[config.mk]
export PLATFORM = sky130hd
export DESIGN_NAME = dlda_div
export DESIGN_NICKNAME = d
export VERILOG_FILES = /design/src/hdl/dlda_pkg.sv /design/src/hdl/dlda_div.sv
export SDC_FILE = /design/constraint.sdc
export NUM_CORES = 1
export LEC_CHECK = 0
export BUFFER_PORTS_ARGS = -buffer_cell sky130_fd_sc_hd__clkbuf_2
export CAP_MARGIN = 10
export CORE_MARGIN = 2
export CORE_UTILIZATION = 64
export DETAILED_ROUTE_END_ITERATION = 10
export GPL_TIMING_DRIVEN = 1
export HOLD_SLACK_MARGIN = 0.15
export PLACE_DENSITY = 0.86
export RECOVER_POWER = 25
export REMOVE_ABC_BUFFERS = 1
export SYNTH_ARGS = -nofsm -noshare
export SYNTH_HDL_FRONTEND = slang
export SYNTH_SLANG_ARGS = --single-unit
[constraint.sdc]
create_clock -name clk -period 6.5 [get_ports clk]
set_input_delay 0.65 -clock clk [delete_from_list [all_inputs] [get_ports clk]]
set_output_delay 0.65 -clock clk [all_outputs]
set_load 0.005 [all_outputs]
[src/hdl/dlda_pkg.sv]
`default_nettype none
// ----------------------------------------------------------------------------
// dlda_pkg: shared types and constants of the diagonal LDA classifier
// Request and result layouts, function and status codes, register indexes.
// ----------------------------------------------------------------------------
package dlda_pkg;

	localparam int MAX_CLASSES_DEF  = 8;
	localparam int MAX_FEATURES_DEF = 4096;

	localparam int CFG_W = 13;

	// function codes of a request
	localparam logic [1:0] FUNC_LOAD     = 2'd0;
	localparam logic [1:0] FUNC_TRAIN    = 2'd1;
	localparam logic [1:0] FUNC_FINALIZE = 2'd2;
	localparam logic [1:0] FUNC_TEST     = 2'd3;

	// result kinds and status codes
	localparam logic KIND_STATUS  = 1'b0;
	localparam logic KIND_PREDICT = 1'b1;

	localparam logic [1:0] STATUS_OK    = 2'd0;
	localparam logic [1:0] STATUS_EMPTY = 2'd1;
	localparam logic [1:0] STATUS_FLAT  = 2'd2;

	// configuration register indexes
	localparam logic REG_CLASS_TOTAL   = 1'b0;
	localparam logic REG_FEATURE_TOTAL = 1'b1;

	localparam logic [3:0]  CLASS_TOTAL_RST   = 4'd2;
	localparam logic [12:0] FEATURE_TOTAL_RST = 13'd4096;

	localparam logic [47:0] U48_MAX = 48'hFFFF_FFFF_FFFF;

	typedef struct packed {
		logic [1:0]         func;
		logic [2:0]         class_label;
		logic [11:0]        feature_index;
		logic signed [31:0] sample_value;
		logic [15:0]        class_size;
		logic               last_feature;
	} dlda_req_t;

	typedef struct packed {
		logic       result_kind;
		logic [2:0] best_class;
		logic [1:0] status;
	} dlda_res_t;

	// divider command: start pulse and saturation limit select
	typedef struct packed {
		logic go;
		logic sat48;
	} dlda_div_ctl_t;

endpackage
`default_nettype wire

[src/hdl/dlda_div.sv]
`default_nettype none
// ----------------------------------------------------------------------------
// dlda_div: shared 128 / 64 divider
// Restoring division, one quotient bit a cycle, quotient saturated.
// ----------------------------------------------------------------------------
module dlda_div import dlda_pkg::*; (
	input  wire logic          clk,
	input  wire logic          arst_n,
	input  wire dlda_div_ctl_t ctl,
	input  wire logic [127:0]  num,
	input  wire logic [63:0]   den,
	output logic               done,
	output logic [63:0]        quot
);

	logic [127:0] n_q, q_q;
	logic [63:0]  d_q, r_q;
	logic [6:0]   cnt_q;
	logic         run_q, done_q, sat48_q;
	logic [64:0]  rt, rdiff;
	logic         ge;
	logic [63:0]  lim;

	// trial subtract of the divisor from the shifted remainder
	always_comb begin
		rt    = {r_q, n_q[127]};
		rdiff = rt - {1'b0, d_q};
		ge    = rt >= {1'b0, d_q};
		lim   = sat48_q ? {16'd0, U48_MAX} : '1;
		quot  = ((|q_q[127:64]) || (q_q[63:0] > lim)) ? lim : q_q[63:0];
	end

	// advance one bit a cycle
	always_ff @(posedge clk or negedge arst_n) begin
		if (!arst_n) begin
			n_q     <= '0;
			q_q     <= '0;
			d_q     <= '0;
			r_q     <= '0;
			cnt_q   <= '0;
			run_q   <= 1'b0;
			done_q  <= 1'b0;
			sat48_q <= 1'b0;
		end else begin
			done_q <= 1'b0;
			if (ctl.go) begin
				n_q     <= num;
				d_q     <= den;
				r_q     <= '0;
				q_q     <= '0;
				cnt_q   <= 7'd127;
				sat48_q <= ctl.sat48;
				run_q   <= 1'b1;
			end else if (run_q) begin
				r_q   <= ge ? rdiff[63:0] : rt[63:0];
				q_q   <= {q_q[126:0], ge};
				n_q   <= {n_q[126:0], 1'b0};
				cnt_q <= cnt_q - 7'd1;
				if (cnt_q == 7'd0) begin
					run_q  <= 1'b0;
					done_q <= 1'b1;
				end
			end
		end
	end

	assign done = done_q;

endmodule
`default_nettype wire

==> results by group <==
Yosys
  – Xor-xnor portion of the synthesized cell area: 2.30%
  – Largest family of logic cells by synthesized area: simple AND/OR/NAND/NOR gates
  – Simple-gate portion of the synthesized area: 16.5%
  – Unique masters post-synth: 73
  – Avg Inst Size Synth: between 9 and 10 um2
  – Synth Register Bits: 394
  – Yosys warning total: 0
  – Ys flop type: dfrtp_1
  – Synth Area in Adders: between 4 and 5%
  – EDFF count, synth: 0
  – Mux cell area share after synthesis: 12.4%
  – Async SR Flop Fraction: 100%
  – Cells after synthesis: 2412
  – Sequential fraction of the synthesis area: between 40% and 50%
  – Post-synthesis compound-gate area fraction: 14.9%
  – Synthesized area: 22100 um2

Timing
  – Final setup violation count: 0
  – RSZ-0062 raised after global routing: false
  – Clock Skew: around 15 ps
  – Rel. slew slack: -136%
  – Hold WS: 82.8 ps
  – Fin. Hold Viols: 0
  – Fin Setup TNS: 0 ps
  – Slew Limit Fails: 413
  – FMAX: 185 MHz
  – Worst-margin pin slew: roughly 3500 ps
  – Fin crit share: a little over four fifths
  – Min Clock Period, post-route: around 5400 ps

Worst setup path
  – CP Launch Type: flop
  – Crit path arrival time: 4770 ps
  – Worst-path cell chain: ha_1 > a21o_1 > a21o_1 > a21o_1 > a21o_1 > a21o_1 > a21oi_1 > a2bb2oi_1 > a21oi_4 > nor2_2 > mux2i_1 > clkbuf_2
  – Most used cell, CP: a21o_1
  – Reg2Reg Launch Point: r_q[14]
  – Critical-path maximum fanout: 49
  – CP max stage delay: 990 ps
  – Crit path max-delay cell type: dfrtp_1
  – Critical path type: flop to output pin
  – Worst EP required: between 5000 and 6000 ps
  – Critical path launch point: sat48_q
  – Buffers plus inverters on the worst setup path: 1
  – Critical Path Sink Type: output pin
  – Delay-heaviest family, CP: compound AO/OA/AOI/OAI gates

Power
  – Cell Pwr Density: 325 nW/um2
  – Leak pwr: 0.0139 uW
  – Peak VDD IR: ~0.32 mV
  – Total Power: 8080 uW

Routing
  – Initial DRC count: 1581
  – Total number of vias: 18.2k
  – Average vias per placed instance: 5.96
  – DRT antenna net count: 0
  – Drt first pass iters: 6
  – Final wirelength: around 52000 um
  – Avg WL per Cell: 17.2 um
  – DRC errors left: 0

Die
  – DIE WIDTH: 190 um
  – Row cnt: 68
  – Initial Util: 64.5%
  – Core area: 34300 um2
  – Die Height: 190 um
  – IO Pins: 261
  – Die ar.: between 30000 and 40000 um2

Finish
  – Commonest non-fill, non-tap cell in the layout: dfrtp_1
  – Nets: 2844
  – Commonest cells after routing, fill and taps aside: 393 x dfrtp_1, 372 x nand2_1, 273 x mux2i_1, 260 x clkbuf_2, 239 x nor2_1
  – Area delta synth->final: 12.4%
  – Layout cell share with drive strength beyond 1: 14.2%

Place
  – Routability congestion estimate: 0.929
  – DP HPWL: about 35000 um
  – Port Buffers: 260

Global route
  – Largest net degree at the start of global routing: 262
  – GR Util All Layers: 29.5%
  – Number of global-route vias before repair: 17.7k
  – Global-route wire length before repair: 87700 um
  – Initial antenna violation count: 5
  – Remaining global-route overflow: 0

CTS
  – Clk_lat worst skew: 570 ps
  – Worst-path clk slew: about 60 ps
  – Post-CTS resize count: 0
  – Cts bufs inserted: 40
  – CTS tree: built
  – Post-CTS setup buffer count: 0
  – Max H-tree Level: 2
  – Clock Tree Buf Depth: 3
  – CTS sink cnt: 394
  – Root Buffer Master: clkbuf_16
  – Hold-fix buffers at CTS: 0

Min path
  – Worst min path class: input pin to asynchronous set/reset pin

Run
  – Number of max-cap violations: 4

Run status
  – Failing checks: max-capacitance violations, max-slew violations
  – Status: complete, but fails checks
-- kinds of logic after synthesis --
family	count (synthesis)
adder cells (fa/ha/maj)	83
buffers and inverters	258
AND/OR/NAND/NOR	832
XOR/XNOR	58
flip-flops	394
multiplexers	275
AO/OA/AOI/OAI	512
-- layout make-up --
cell class | instances | area (um2)
Antenna cell | 5 | 12.5
Clock buffer | 55 | 1110
Clock inverter | 15 | 249
Fill cell | 2495 | 9410
Inverter | 98 | 368
Multi-Input combinational cell | 1760 | 11300
Sequential cell | 394 | 9860
Tap cell | 455 | 569
Timing Repair Buffer | 271 | 1420
-- cells in the mapped netlist (3+ instances only) --
cell,n,area [um2]
nor3_1,14,70.1
clkbuf_1,120,450
nor2b_1,8,50.1
and2_1,6,37.5
buf_4,3,22.5
a21o_1,33,248
xor2_1,22,193
buf_1,21,78.8
nor2_1,239,897
mux2i_1,273,2730
o211ai_1,9,67.6
or3_1,54,338
or2_2,3,18.8
o21ai_1,6,30.0
buf_2,16,80.1
and3_1,15,93.8
dfrtp_1,394,9860
a311oi_2,16,240
xnor2_1,36,315
a221o_1,3,30.0
inv_1,97,364
o21bai_1,15,113
a21oi_1,85,425
a21boi_0,5,37.5
nand2b_1,8,50.1
or4_1,3,22.5
a31oi_1,6,37.5
a41oi_1,6,52.6
a311oi_1,40,350
o21a_1,7,52.6
nand3b_1,4,30.0
nor4_1,25,156
nand4_1,41,257
o2111ai_1,4,35.0
nand2_1,372,1400
a211oi_1,11,82.6
ha_1,82,1030
nand3_1,31,155
o21ai_0,236,1180
-- flip-flops by register name, indices dropped and copies added, names as in the netlist --
signal,cells
cnt_q,7
d_q,64
done,1
n_q,128
q_q,128
r_q,64
run_q,1
sat48_q,1
-- power breakdown --
group	leakage, uW	internal (uW)	total (uW)	switching [uW]
Combinational	0.00813	1060	2800	1740
Clock	0.000650	1410	2400	996
Sequential	0.00509	2700	2880	175
-- stage by stage --
step	utilization (%)	area, um2	instances	setup WS [ps]
floorplan	-	21500	2252	-5850
global placement	68.7	23500	2978	1850
detailed placement	68.7	23500	2978	1600
CTS	72.6	24900	3048	956
global route	72.6	24900	3053	728
finish	72.6	24900	3053	1080
-- final timing paths --
check / end / slack [ps] / depth (start not counted)
worst max-delay path: quot[62] / 1080 / 12
worst min-delay path: r_q[21] / 80 / 1
worst max register to register: r_q[31] / 2410 / 11
worst min register to register: cnt_q[1] / 520 / 2
max in group asynchronous: n_q[23] / 2440 / 2
min in group clk: n_q[45] / 280 / 3
-- layer usage --
layer | share of wire [%] | routed length, um | GRT usage (%) | vias to the layer above
met5 | 0 | 0 | 0 | -
met4 | 2.7 | 1390 | 9.66 | 0
met3 | 5.9 | 3100 | 4.74 | 102
met2 | 47 | 24700 | 47.3 | 564
met1 | 44 | 23200 | 41.3 | 8758
li1 | - | - | - | 8767
(Power assumes the default switching activity.)
